$ cat src/sv/acpi_tsp_pkg.sv
// Shared types and constants for the ACPI table stream parser.
package acpi_tsp_pkg;

  localparam logic [1:0] OP_TABLE_BYTE = 2'd0;
  localparam logic [1:0] OP_READ_CPU   = 2'd1;
  localparam logic [1:0] OP_READ_IOAPIC = 2'd2;
  localparam logic [1:0] OP_READ_OVR   = 2'd3;

  localparam logic [1:0] RSP_TABLE_DONE = 2'd0;

  localparam logic [1:0] KIND_OTHER = 2'd0;
  localparam logic [1:0] KIND_APIC  = 2'd1;
  localparam logic [1:0] KIND_HPET  = 2'd2;

  localparam logic [7:0] ENT_LAPIC     = 8'd0;
  localparam logic [7:0] ENT_IOAPIC    = 8'd1;
  localparam logic [7:0] ENT_OVERRIDE  = 8'd2;
  localparam logic [7:0] ENT_LAPIC_OVR = 8'd5;

  localparam logic [31:0] HDR_LEN      = 32'd36;
  localparam logic [31:0] ENTRY_BASE   = 32'd44;
  localparam logic [31:0] HPET_MIN_LEN = 32'd52;
  localparam logic [31:0] MADT_LAPIC_LEN = 32'd40;
  localparam logic [31:0] SIG_APIC     = 32'h4349_5041;
  localparam logic [31:0] SIG_HPET     = 32'h5445_5048;
  localparam int          ENTRY_BUF    = 12;

  typedef struct packed {
    logic [1:0] opcode;
    logic [7:0] data_byte;
    logic       first_byte;
    logic [5:0] index;
  } in_req_t;

  typedef struct packed {
    logic [1:0]  response_kind;
    logic        table_valid;
    logic [1:0]  table_kind;
    logic [63:0] lapic_address;
    logic [63:0] hpet_base;
    logic [6:0]  cpu_total;
    logic [4:0]  io_apic_total;
    logic [4:0]  override_total;
    logic [15:0] valid_tables;
    logic [7:0]  entry_id;
    logic [31:0] entry_word_a;
    logic [31:0] entry_word_b;
  } out_rsp_t;

  // store write port: id/address/gsi for I/O APIC, source/gsi/flags for override
  typedef struct packed {
    logic        cpu_we;
    logic [7:0]  cpu_addr;
    logic [7:0]  cpu_data;
    logic        io_we;
    logic [7:0]  io_addr;
    logic [71:0] io_data;
    logic        ov_we;
    logic [7:0]  ov_addr;
    logic [55:0] ov_data;
  } store_wr_t;

  typedef struct packed {
    logic [7:0]  cpu_data;
    logic [71:0] io_data;
    logic [55:0] ov_data;
  } store_rd_t;

endpackage

$ cat src/sv/acpi_tsp_store.sv
// Entry stores for CPU APIC ids, I/O APIC records and source overrides.
module acpi_tsp_store import acpi_tsp_pkg::*; #(
  parameter int MAX_CPUS      = 64,
  parameter int MAX_IO_APICS  = 16,
  parameter int MAX_OVERRIDES = 16
) (
  input  logic      clk,
  input  logic      rd_en,
  input  logic [5:0] rd_index,
  input  store_wr_t wr,
  output store_rd_t rd
);

  localparam int CAW = (MAX_CPUS > 1) ? $clog2(MAX_CPUS) : 1;
  localparam int IAW = (MAX_IO_APICS > 1) ? $clog2(MAX_IO_APICS) : 1;
  localparam int OAW = (MAX_OVERRIDES > 1) ? $clog2(MAX_OVERRIDES) : 1;

  logic [7:0]  cpu_mem [MAX_CPUS];
  logic [71:0] io_mem  [MAX_IO_APICS];
  logic [55:0] ov_mem  [MAX_OVERRIDES];

  logic [CAW-1:0] cpu_wa, cpu_ra;
  logic [IAW-1:0] io_wa, io_ra;
  logic [OAW-1:0] ov_wa, ov_ra;
  store_rd_t rd_r;

  assign cpu_wa = CAW'(wr.cpu_addr);
  assign io_wa  = IAW'(wr.io_addr);
  assign ov_wa  = OAW'(wr.ov_addr);
  assign cpu_ra = CAW'(rd_index);
  assign io_ra  = IAW'(rd_index);
  assign ov_ra  = OAW'(rd_index);
  assign rd     = rd_r;

  always_ff @(posedge clk) begin
    if (wr.cpu_we) cpu_mem[cpu_wa] <= wr.cpu_data;
    if (wr.io_we) io_mem[io_wa] <= wr.io_data;
    if (wr.ov_we) ov_mem[ov_wa] <= wr.ov_data;
  end

  // new data wins on a same-cycle write to the read address
  always_ff @(posedge clk) begin
    if (rd_en) begin
      rd_r.cpu_data <= (wr.cpu_we && cpu_wa == cpu_ra) ? wr.cpu_data : cpu_mem[cpu_ra];
      rd_r.io_data  <= (wr.io_we && io_wa == io_ra) ? wr.io_data : io_mem[io_ra];
      rd_r.ov_data  <= (wr.ov_we && ov_wa == ov_ra) ? wr.ov_data : ov_mem[ov_ra];
    end
  end

endmodule

$ cat src/sv/acpi_tsp_core.sv
// Table byte decode, checksum, commit logic and read response formatting.
module acpi_tsp_core import acpi_tsp_pkg::*; #(
  parameter int MAX_CPUS      = 64,
  parameter int MAX_IO_APICS  = 16,
  parameter int MAX_OVERRIDES = 16
) (
  input  logic      clk,
  input  logic      rst_n,
  input  logic      step,
  input  in_req_t   req,
  input  store_rd_t rd,
  output store_wr_t wr,
  output out_rsp_t  rsp,
  output logic      rsp_vld
);

  localparam int CPW = $clog2(MAX_CPUS + 1);
  localparam int IOW = $clog2(MAX_IO_APICS + 1);
  localparam int OVW = $clog2(MAX_OVERRIDES + 1);

  logic        active_r, active_nxt;
  logic [31:0] off_r, off_nxt;
  logic [7:0]  sum_r, sum_nxt;
  logic [31:0] len_r, len_nxt;
  logic [31:0] sig_r, sig_nxt;
  logic [31:0] estart_r, estart_nxt;
  logic        stopped_r, stopped_nxt;
  logic [7:0]  ent_r [ENTRY_BUF];
  logic [7:0]  ent_nxt [ENTRY_BUF];
  logic [63:0] plapic_r, plapic_nxt, phpet_r, phpet_nxt;
  logic [63:0] clapic_r, clapic_nxt, chpet_r, chpet_nxt;
  logic [CPW-1:0] pcpu_r, pcpu_nxt, ccpu_r, ccpu_nxt;
  logic [IOW-1:0] pio_r, pio_nxt, cio_r, cio_nxt;
  logic [OVW-1:0] pov_r, pov_nxt, cov_r, cov_nxt;
  logic [15:0] good_r, good_nxt;

  logic [7:0]  b;
  logic [31:0] off, rel, elen;
  logic [7:0]  em [ENTRY_BUF];
  logic        done, ok;
  logic [1:0]  kind;

  always_comb begin
    active_nxt  = active_r;
    off_nxt     = off_r;
    sum_nxt     = sum_r;
    len_nxt     = len_r;
    sig_nxt     = sig_r;
    estart_nxt  = estart_r;
    stopped_nxt = stopped_r;
    ent_nxt     = ent_r;
    plapic_nxt  = plapic_r;
    phpet_nxt   = phpet_r;
    clapic_nxt  = clapic_r;
    chpet_nxt   = chpet_r;
    pcpu_nxt    = pcpu_r;
    pio_nxt     = pio_r;
    pov_nxt     = pov_r;
    ccpu_nxt    = ccpu_r;
    cio_nxt     = cio_r;
    cov_nxt     = cov_r;
    good_nxt    = good_r;
    wr          = '0;
    rsp         = '0;
    rsp_vld     = 1'b0;
    done        = 1'b0;
    ok          = 1'b0;
    kind        = KIND_OTHER;
    b           = req.data_byte;
    off         = '0;
    rel         = '0;
    elen        = '0;
    em          = ent_r;

    if (req.opcode == OP_TABLE_BYTE) begin
      if (req.first_byte) begin
        off_nxt     = '0;
        sum_nxt     = '0;
        len_nxt     = '0;
        sig_nxt     = '0;
        active_nxt  = 1'b1;
        estart_nxt  = ENTRY_BASE;
        stopped_nxt = 1'b0;
        plapic_nxt  = clapic_r;
        phpet_nxt   = chpet_r;
        pcpu_nxt    = ccpu_r;
        pio_nxt     = cio_r;
        pov_nxt     = cov_r;
      end
      if (active_nxt) begin
        off     = off_nxt;
        sum_nxt = sum_nxt + b;
        if (off < 32'd4) begin
          sig_nxt = sig_nxt | (32'(b) << {off[1:0], 3'b000});
        end else if (off < 32'd8) begin
          len_nxt = len_nxt | (32'(b) << {off[1:0], 3'b000});
          if (off == 32'd7 && len_nxt < HDR_LEN) begin
            active_nxt = 1'b0;
            done       = 1'b1;
            rsp_vld    = 1'b1;
          end
        end else if (sig_nxt == SIG_APIC) begin
          if (off >= HDR_LEN && off < MADT_LAPIC_LEN && len_nxt >= MADT_LAPIC_LEN) begin
            if (off == HDR_LEN) plapic_nxt = 64'(b);
            else plapic_nxt = plapic_nxt | (64'(b) << {off[1:0], 3'b000});
          end else if (off >= ENTRY_BASE && !stopped_nxt) begin
            rel = off - estart_nxt;
            for (int i = 0; i < ENTRY_BUF; i++) begin
              if (rel == 32'(i)) em[i] = b;
            end
            if (rel < 32'(ENTRY_BUF)) ent_nxt = em;
            if (rel >= 32'd1) begin
              elen = 32'(em[1]);
              if (elen < 32'd2) begin
                stopped_nxt = 1'b1;
              end else if (rel == elen - 32'd1) begin
                estart_nxt = off + 32'd1;
                unique case (em[0])
                  ENT_LAPIC: begin
                    if (elen >= 32'd8 && em[4][0] && pcpu_nxt < CPW'(MAX_CPUS)) begin
                      wr.cpu_we   = 1'b1;
                      wr.cpu_addr = 8'(pcpu_nxt);
                      wr.cpu_data = em[3];
                      pcpu_nxt    = pcpu_nxt + 1'b1;
                    end
                  end
                  ENT_IOAPIC: begin
                    if (elen >= 32'd12 && pio_nxt < IOW'(MAX_IO_APICS)) begin
                      wr.io_we   = 1'b1;
                      wr.io_addr = 8'(pio_nxt);
                      wr.io_data = {em[2], em[7], em[6], em[5], em[4],
                                    em[11], em[10], em[9], em[8]};
                      pio_nxt    = pio_nxt + 1'b1;
                    end
                  end
                  ENT_OVERRIDE: begin
                    if (elen >= 32'd10 && pov_nxt < OVW'(MAX_OVERRIDES)) begin
                      wr.ov_we   = 1'b1;
                      wr.ov_addr = 8'(pov_nxt);
                      wr.ov_data = {em[3], em[7], em[6], em[5], em[4], em[9], em[8]};
                      pov_nxt    = pov_nxt + 1'b1;
                    end
                  end
                  ENT_LAPIC_OVR: begin
                    if (elen >= 32'd12)
                      plapic_nxt = {em[11], em[10], em[9], em[8],
                                    em[7], em[6], em[5], em[4]};
                  end
                  default: begin
                  end
                endcase
              end
            end
          end
        end else if (sig_nxt == SIG_HPET) begin
          if (off >= ENTRY_BASE && off < HPET_MIN_LEN && len_nxt >= HPET_MIN_LEN) begin
            // byte lane is off - 44; the low three bits of that are off[2:0] with bit 2 flipped
            if (off == ENTRY_BASE) phpet_nxt = 64'(b);
            else phpet_nxt = phpet_nxt | (64'(b) << {~off[2], off[1:0], 3'b000});
          end
        end

        kind = (sig_nxt == SIG_APIC) ? KIND_APIC :
               (sig_nxt == SIG_HPET) ? KIND_HPET : KIND_OTHER;

        if (!done) begin
          if (off >= HDR_LEN - 32'd1 && off == len_nxt - 32'd1) begin
            ok         = (sum_nxt == 8'd0);
            active_nxt = 1'b0;
            rsp_vld    = 1'b1;
            if (ok) begin
              if (good_nxt != 16'hFFFF) good_nxt = good_nxt + 16'd1;
              if (kind == KIND_APIC) begin
                clapic_nxt = plapic_nxt;
                ccpu_nxt   = pcpu_nxt;
                cio_nxt    = pio_nxt;
                cov_nxt    = pov_nxt;
              end else if (kind == KIND_HPET) begin
                chpet_nxt = phpet_nxt;
              end
            end
          end else begin
            off_nxt = off + 32'd1;
          end
        end
      end
      rsp.response_kind = RSP_TABLE_DONE;
      rsp.table_valid   = ok;
      rsp.table_kind    = kind;
    end else begin
      rsp_vld           = 1'b1;
      rsp.response_kind = req.opcode;
      unique case (req.opcode)
        OP_READ_CPU: begin
          if (32'(req.index) < 32'(ccpu_r) && 32'(req.index) < 32'(MAX_CPUS))
            rsp.entry_id = rd.cpu_data;
        end
        OP_READ_IOAPIC: begin
          if (32'(req.index) < 32'(cio_r) && 32'(req.index) < 32'(MAX_IO_APICS)) begin
            rsp.entry_id     = rd.io_data[71:64];
            rsp.entry_word_a = rd.io_data[63:32];
            rsp.entry_word_b = rd.io_data[31:0];
          end
        end
        OP_READ_OVR: begin
          if (32'(req.index) < 32'(cov_r) && 32'(req.index) < 32'(MAX_OVERRIDES)) begin
            rsp.entry_id     = rd.ov_data[55:48];
            rsp.entry_word_a = rd.ov_data[47:16];
            rsp.entry_word_b = 32'(rd.ov_data[15:0]);
          end
        end
        default: begin
        end
      endcase
    end

    rsp.lapic_address  = clapic_nxt;
    rsp.hpet_base      = chpet_nxt;
    rsp.cpu_total      = 7'(ccpu_nxt);
    rsp.io_apic_total  = 5'(cio_nxt);
    rsp.override_total = 5'(cov_nxt);
    rsp.valid_tables   = good_nxt;

    if (!step) begin
      wr      = '0;
      rsp_vld = 1'b0;
    end
  end

  always_ff @(posedge clk) begin
    if (!rst_n) begin
      active_r  <= 1'b0;
      off_r     <= '0;
      sum_r     <= '0;
      len_r     <= '0;
      sig_r     <= '0;
      estart_r  <= ENTRY_BASE;
      stopped_r <= 1'b0;
      plapic_r  <= '0;
      phpet_r   <= '0;
      clapic_r  <= '0;
      chpet_r   <= '0;
      pcpu_r    <= '0;
      pio_r     <= '0;
      pov_r     <= '0;
      ccpu_r    <= '0;
      cio_r     <= '0;
      cov_r     <= '0;
      good_r    <= '0;
    end else if (step) begin
      active_r  <= active_nxt;
      off_r     <= off_nxt;
      sum_r     <= sum_nxt;
      len_r     <= len_nxt;
      sig_r     <= sig_nxt;
      estart_r  <= estart_nxt;
      stopped_r <= stopped_nxt;
      plapic_r  <= plapic_nxt;
      phpet_r   <= phpet_nxt;
      clapic_r  <= clapic_nxt;
      chpet_r   <= chpet_nxt;
      pcpu_r    <= pcpu_nxt;
      pio_r     <= pio_nxt;
      pov_r     <= pov_nxt;
      ccpu_r    <= ccpu_nxt;
      cio_r     <= cio_nxt;
      cov_r     <= cov_nxt;
      good_r    <= good_nxt;
    end
  end

  // entry byte buffer carries no reset
  always_ff @(posedge clk) begin
    if (step) ent_r <= ent_nxt;
  end

endmodule

$ cat src/sv/acpi_table_stream_parser.sv
// ACPI table stream parser top level: request register, decode core, result register.
// The store read port is read at accept time, when the request is registered.
// Throughput: one request per cycle while in_stall is low.
// in_stall is high only while a result is held and out_stall is high.
// Reset (rst_n low, synchronous) clears control, counts and addresses;
// entry stores are not cleared and are only read below the committed counts.
module acpi_table_stream_parser import acpi_tsp_pkg::*; #(
  parameter int MAX_CPUS      = 64,
  parameter int MAX_IO_APICS  = 16,
  parameter int MAX_OVERRIDES = 16
) (
  input  logic     clk,
  input  logic     rst_n,
  input  logic     in_valid,
  output logic     in_stall,
  input  in_req_t  in_req,
  output logic     out_valid,
  input  logic     out_stall,
  output out_rsp_t out_rsp
);

  logic      adv;
  logic      s1_valid_r;
  in_req_t   s1_req_r;
  logic      out_valid_r;
  out_rsp_t  out_rsp_r;
  store_wr_t wr;
  store_rd_t rd;
  out_rsp_t  rsp;
  logic      rsp_vld;

  assign adv       = !out_valid_r || !out_stall;
  assign in_stall  = !adv;
  assign out_valid = out_valid_r;
  assign out_rsp   = out_rsp_r;

  always_ff @(posedge clk) begin
    if (!rst_n) begin
      s1_valid_r  <= 1'b0;
      out_valid_r <= 1'b0;
    end else if (adv) begin
      s1_valid_r  <= in_valid;
      out_valid_r <= rsp_vld;
    end
  end

  always_ff @(posedge clk) begin
    if (adv) begin
      s1_req_r  <= in_req;
      out_rsp_r <= rsp;
    end
  end

  acpi_tsp_store #(
    .MAX_CPUS      (MAX_CPUS),
    .MAX_IO_APICS  (MAX_IO_APICS),
    .MAX_OVERRIDES (MAX_OVERRIDES)
  ) u_store (
    .clk      (clk),
    .rd_en    (adv),
    .rd_index (in_req.index),
    .wr       (wr),
    .rd       (rd)
  );

  acpi_tsp_core #(
    .MAX_CPUS      (MAX_CPUS),
    .MAX_IO_APICS  (MAX_IO_APICS),
    .MAX_OVERRIDES (MAX_OVERRIDES)
  ) u_core (
    .clk     (clk),
    .rst_n   (rst_n),
    .step    (adv && s1_valid_r),
    .req     (s1_req_r),
    .rd      (rd),
    .wr      (wr),
    .rsp     (rsp),
    .rsp_vld (rsp_vld)
  );

endmodule

$ cat config.mk
export PLATFORM = sky130hd
export DESIGN_NAME = acpi_table_stream_parser
export DESIGN_NICKNAME = d
export VERILOG_FILES = /design/src/sv/acpi_tsp_pkg.sv /design/src/sv/acpi_tsp_store.sv /design/src/sv/acpi_tsp_core.sv /design/src/sv/acpi_table_stream_parser.sv
export SDC_FILE = /design/constraint.sdc
export NUM_CORES = 2
export LEC_CHECK = 0
export BUFFER_PORTS_ARGS = -buffer_cell sky130_fd_sc_hd__buf_4
export CAP_MARGIN = 20
export CORE_MARGIN = 2
export CORE_UTILIZATION = 29
export CTS_BUF_LIST = sky130_fd_sc_hd__clkbuf_4
export CTS_CLUSTER_DIAMETER = 50
export DETAILED_ROUTE_END_ITERATION = 10
export PLACE_DENSITY_LB_ADDON = 0.1
export SYNTH_ARGS = -nofsm -noshare
export SYNTH_HDL_FRONTEND = slang
export SYNTH_SLANG_ARGS = --single-unit
$ cat constraint.sdc
create_clock -name clk -period 19.3 [get_ports clk]
set_input_delay 1.93 -clock clk [delete_from_list [all_inputs] [get_ports clk]]
set_output_delay 1.93 -clock clk [all_outputs]
set_load 0.03 [all_outputs]
### Yosys cells after proc, flatten, opt, wreduce, memory -nomap -nowiden

Memory sizes are Yosys's and may differ from the RTL's. A register that Yosys moved wholly into a read port is not among the register bits.
Cells that the tools add are included.

| operators by class | value |
|---|---|
| equal/unequal tests | 29 |
| bitwise logic cells | 11 |
| order comparisons | 23 |
| $add $sub $neg | 9 |
| shift-type cells | 3 |
| multiplexer cells | 222 |
| divide/modulo/power cells | 0 |
| reduce and logical (&&, ||, !) cells | 27 |
| multiply operators | 0 |

Operator list:

| cell | number |
|---|---|
| 64-bit two-way mux | 36 |
| 163-bit two-way mux | 11 |
| 32-bit two-way mux | 29 |
| 8-bit two-way mux | 37 |
| 5-bit two-way mux | 38 |
| 81-bit two-way mux | 2 |
| 32-bit by 3-bit == test with 1-bit output (second input constant) | 5 |
| 32-bit by 6-bit >= comparator with 1-bit output (second input constant) | 5 |
| 72-bit two-way mux | 2 |
| 7-bit two-way mux | 19 |
| 65-bit two-way mux | 2 |
| 32-bit by 31-bit == test with 1-bit output (second input constant) | 4 |
| 32-bit by 4-bit == test with 1-bit output (second input constant) | 4 |
| 64-bit bitwise OR | 2 |
| 64-bit case mux with 2 select lines | 1 |
| 32-bit by 6-bit < comparator with 1-bit output (second input constant) | 3 |
| 16-bit two-way mux | 6 |
| 32-bit by 2-bit == test with 1-bit output (second input constant) | 2 |
| 32-bit == test | 2 |
| 32-bit by 6-bit == test with 1-bit output (second input constant) | 2 |
| 32-bit by 4-bit < comparator with 1-bit output (second input constant) | 2 |
| 32-bit bitwise OR | 2 |
| 8-bit by 5-bit << shifter with 64-bit output | 1 |
| 8-bit by 6-bit << shifter with 64-bit output | 1 |
| other kinds (39) | 106 |

| storage, ports and cells | value |
|---|---|
| register bits | 797 |
| RAM bits | 2560 |
| logic and storage cells | 375 |
| memory bits (read-only) | 0 |
| memories kept | 3 |
| bits in latches | 0 |
| input port bits | 21 |
| output and inout port bits | 240 |

Memory list:

| memory | words | bits a word | rd ports | clocked after memory_dff | write ports | RTL line | source |
|---|---|---|---|---|---|---|---|
| u_store.io_mem | 16 | 72 | 1 | 1 | 1 | acpi_tsp_store.sv:19 | `logic [71:0] io_mem [MAX_IO_APICS];` |
| u_store.ov_mem | 16 | 56 | 1 | 1 | 1 | acpi_tsp_store.sv:20 | `logic [55:0] ov_mem [MAX_OVERRIDES];` |
| u_store.cpu_mem | 64 | 8 | 1 | 1 | 1 | acpi_tsp_store.sv:18 | `logic [7:0] cpu_mem [MAX_CPUS];` |

### Longest topological paths before layout

| logic depth | value |
|---|---|
| depth in word-level cells | 31 |
| mapped depth | 49 |
| mapped depth without buffers | 29 |

### Modules after synthesis

From an unflattened synthesis, not the netlist that was laid out.

| second synthesis, totals | value |
|---|---|
| cell total of the unflattened synthesis | 9413 |
| area total of the unflattened synthesis | 147863.1 um^2 |

By module, submodules not included:

| module | cells an instance | sequential area each (um^2) | instances | area an instance (um^2) |
|---|---|---|---|---|
| acpi_tsp_store | 4312 | 80957.6 | 1 | 103160.2 |
| acpi_tsp_core | 4837 | 11771.3 | 1 | 36961.7 |
| acpi_table_stream_parser | 264 | 7697.4 | 1 | 7741.2 |

### Worst setup path before layout

OpenSTA, ideal clock, no wires.

| path | value |
|---|---|
| path type | input-to-reg |
| from | in out_stall |
| to | reg u_core.ent_r[0] in the netlist's numbering (enable) |
| library setup time | 0.668 ns |
| slack | 0.734 ns |
| stages on the path | 6 |
| arrival | 17.897 ns |
| buffers on the path | 0 |
| required time | 18.632 ns |
| cells stage by stage | nand2_1 and2_1 nand2_1 nor2_1 o211ai_1 nor3_1 |

| on the way | value |
|---|---|
| cells in the longest elaborated chain, start to end | 4 |

Ends and longest elaborated chain:

| element | RTL line | source |
|---|---|---|
| start, declared | acpi_table_stream_parser.sv:18 | `input logic out_stall,` |
| 1-bit zero test | acpi_table_stream_parser.sv:32 | `assign adv = !out_valid_r \|\| !out_stall;` |
| 1-bit logical OR | acpi_table_stream_parser.sv:32 |  |
| 1-bit logical AND | acpi_table_stream_parser.sv:73 | `.step (adv && s1_valid_r),` |
| 9-bit AND reduction (no source line) | -- |  |
| end signal, assigned | acpi_tsp_core.sv:274 | `if (step) ent_r <= ent_nxt;` |
| end, declared | acpi_tsp_core.sv:28 | `logic [7:0] ent_r [ENTRY_BUF];` |

No other way between the ends.
A chain may end at the register's enable or synchronous reset.

### Final worst setup path

| path | value |
|---|---|
| from | reg s1_req_r[6] in the netlist's numbering |
| to | mem u_store.io_mem[11][7] (enable) |

| on the way | value |
|---|---|
| cells in the longest elaborated chain, start to end | 29 |
| elaborated cells on any way between the ends | 67 |
| those cells by class | add/sub (2); order compare (10); eq/ne (4); mux (45); reduce/logical (6) |

Ends and longest elaborated chain:

| element | RTL line | source |
|---|---|---|
| start, declared | acpi_table_stream_parser.sv:24 | `in_req_t s1_req_r;` |
| start signal, assigned | acpi_table_stream_parser.sv:49 | `s1_req_r <= in_req;` |
| parallel branches: the longest is 24 deep, another holds 32-bit subtractor | -- |  |
| 163-bit two-way mux * | acpi_tsp_core.sv:90 | `if (active_nxt) begin` |
| 163-bit two-way mux * | acpi_tsp_core.sv:75 | `if (req.opcode == OP_TABLE_BYTE) begin` |
| 163-bit two-way mux * | acpi_tsp_core.sv:224 | `if (!step) begin` |
| 1-bit two-way mux | acpi_tsp_store.sv:37 | `if (wr.io_we) io_mem[io_wa] <= wr.io_data;` |
| 1-bit two-way mux (not written as such) | acpi_tsp_store.sv:37 |  |
| end, declared | acpi_tsp_store.sv:19 |  |

Every way passes the cells marked *. The select of a mux whose other input is x is not followed.

==> flow_summary.ini <==
[outcome]
outcome = complete, no violations

[worst_setup_path]
worst-path-buf-inv = 6
critPathRequiredTime_ns = 20.54
worstSetupStartpoint = s1_req_r[6]$_DFFE_PN_
critical_path_depth = 32
crit_path_frequent_cell = buf_4
startpoint_type = flop
crit_family = simple AND/OR/NAND/NOR gates
worstSetupPathType = reg -> reg
crit_fanout = 40
reg2regPathDepth = 32
cp_slowest_cell = and3_1
endpoint_kind = flop
r2r_setup_slack_ns = 5.98
r2r-start = s1_req_r[6]$_DFFE_PN_
arrival_ns = 14.56
cpPeakStageDelay_ns = 0.82

[drt]
detail-route-antenna-nets = 0
firstDrtPassIters = 5
drt-total-wl_um = 501000
wire_per_inst_um = 28.6
drc = 0
via_per_inst = 5.09
vias = 89228
dr.first_iter.drc_count = 7486

[clocking]
post-cts-setup-buffers = 0
ctsRootBufferMaster = clkbuf_4
cts_hold_buf = 0
clk_pin_slew_ns = 0.06
cts.sinks = 3493
cts_inserted_buffers = 953
clock_path_buffers = 4
cts-resized-gates = 0
cts_tree = done
clk_latency_ns = 1.72
cts_max_level = 6

[placed_design]
hpwl_um = 307000
port_buffers = 260
place.gp.congestion = 0.846

[synth]
syn-instance-count = 9079
ys_warn_count = 0
synthDistinctLibCells = 106
synth_area_sq_mm = 0.146
synth_top_area_share_pct = 62.6
synth_edf_count = 3047
synth.avg_cell_area_sq_um = 16.1
ys_seq_area_share_pct = 68.7
yosys.area.top_type = edfxtp_1
synth_flop_cell = edfxtp_1
async_reset_ff_share_pct = 0
synth.ff_latch_count = 3493
ys_top_cells_by_area = edfxtp_1, mux4_2, dfxtp_1
synth_nets = 9150

[die]
initial_core_util_pct = 29.1
fp-row-count = 260
ios = 261
die_h_um = 714
die_width_um = 714
core-area_sq_mm = 0.502
die_area_sq_mm = 0.510

[sta]
drv_slew = 0
hold_slack_ns = 0.453
tightestPinTransition_ns = 1.31
fmax_mhz = 75.1
rsz0062_at_grt = no
fin_tns_setup_ns = 0
finalHoldViolCount = 0
final.setup_skew_ns = 0.117
finalCritPeriodShare_pct = 69.0
period_minus_slack_ns = 13.32
setup_viol = 0
slew_headroom_pct = 12.9

[layout]
drive_gt1_share_pct = 31.2
fillCellCount = 48624
final_nets = 10127
area_growth_pct = 16.4

[min_path]
whs_path_depth = 2
hp-class = reg -> reg
hp-start = u_core.phpet_r[9]$_SDFFE_PN0P_

[global_route]
grtUsageTotal_pct = 19.1
grt_pass1_vias = 92425
antenna_found_initial = 35
grt_max_degree = 173
overflow = 0
grt_first_pass_wirelength_um = 704000

[job]
drv_cap = 0

[power]
leakagePower_nw = 49.7
ir_drop_v = 0.0000567
power_density_mw_per_mm2 = 91.0
[flip-flops by register name (all words and copies together) (netlist names), 7 cells and up]
signal / flops
u_core.sum_r: 8
u_core.pcpu_r: 7
s1_req_r: 17
u_core.phpet_r: 64
u_core.ccpu_r: 7
u_core.estart_r: 32
u_core.sig_r: 32
u_store.rd: 136
u_core.len_r: 32
u_core.ent_r: 96
u_store.io_mem: 1152
u_core.off_r: 32
u_core.plapic_r: 64
u_core.clapic_r: 64
u_store.cpu_mem: 512
u_store.ov_mem: 896
u_core.good_r: 16
u_core.chpet_r: 64
out_rsp: 238
[cell usage after synthesis (82+ instances only)]
master and n:
nor3_1 103, mux2_2 238, o21ai_0 356, xnor2_1 103, nand2_1 529, mux2i_1 201, mux4_2 788, edfxtp_1 3047
inv_1 148, and2_1 121, dfxtp_1 446, nand3_1 163, clkbuf_1 454, a21oi_1 493, a31oi_1 98, buf_1 82
nor2_1 686
[layer usage]
metal	track usage, %	routed length (um)
met4	4.96	11300
met2	32.0	243000
met3	3.05	25300
met1	26.0	221000
met5	0	27
[cell families (layout without fill, tap and decap cells)]
group / after synthesis / in the layout / share of synthesized area (%)
muxes: 1269 / 1269 / 15.8
DFF: 3493 / 3493 / 68.7
buffers and inverters: 737 / 2478 / 1.97
AOI/OAI and AO/OA: 1370 / 1370 / 5.75
other: 0 / 26 / 0
adders and majority gates: 53 / 53 / 0.459
and+or+nand+nor: 2011 / 2011 / 6.51
xor gates and xnor gates: 146 / 146 / 0.874
[power by group]
part	internal, mW	switching [mW]
sequential	8.15	0.0332
clock	3.60	3.21
combinational	0.163	0.352
[cells in the final DEF, fill, tap and decap left out, types with 48 or more instances in the layout]
cell type  count
edfxtp_1    3047
clkbuf_4    1458
mux4_2       788
nor2_1       640
buf_4        576
nand2_1      525
a21oi_1      492
dfxtp_1      446
o21ai_0      353
mux2_2       238
clkinv_1     184
mux2i_1      171
nand3_1      161
inv_1        148
and2_1       119
xnor2_1      103
a31oi_1       98
nor3_1        97
a211oi_1      64
and3_1        59
nor4_1        58
nor2b_1       52
a22o_1        51
nand4_1       50
ha_1          48
[metrics by stage]
stage	utilization (%)	cell area, sq um	setup slack, ns	std cells	total power, mW
after floorplan	-	146000	0.734	9079	8.66
after global placement	31.3	157000	6.20	15726	8.87
after detailed placement	31.4	157000	6.06	15749	8.87
after CTS	33.9	170000	6.07	17468	15.8
after global routing	33.9	170000	5.13	17505	16.2
final	33.9	170000	5.98	17527	15.5
[worst register-to-register path, delay by kind of cell (launching register included)]
kind / cells / cell delay (ns)
compound gates: 6 / 1.91
xor+xnor: 1 / 0.37
flops: 1 / 0.40
fa+ha+maj: 2 / 0.64
buf+inv: 6 / 3.06
mux: 2 / 0.66
simple gates: 15 / 5.89
[path summary, 6_finish.rpt]
path,endpoint
worst max-delay path,u_store.io_mem[11][7]$_DFFE_PP_
worst min-delay path,u_core.phpet_r[9]$_SDFFE_PN0P_
worst max register to register,u_store.io_mem[11][7]$_DFFE_PP_
worst min register to register,u_core.phpet_r[9]$_SDFFE_PN0P_
[layout make-up]
type	count	area, sq um	share of cell area, %
Sequential cell	3493	100000	59.0
Multi-Input combinational cell	4849	43600	25.6
Clock buffer	1457	10900	6.42
Tap cell	6681	8360	4.91
Timing Repair Buffer	608	4810	2.82
Clock inverter	262	1540	0.906
Inverter	151	572	0.336
Antenna cell	26	65.1	0.0382
Note: power is estimated with default switching activity, not from simulation.
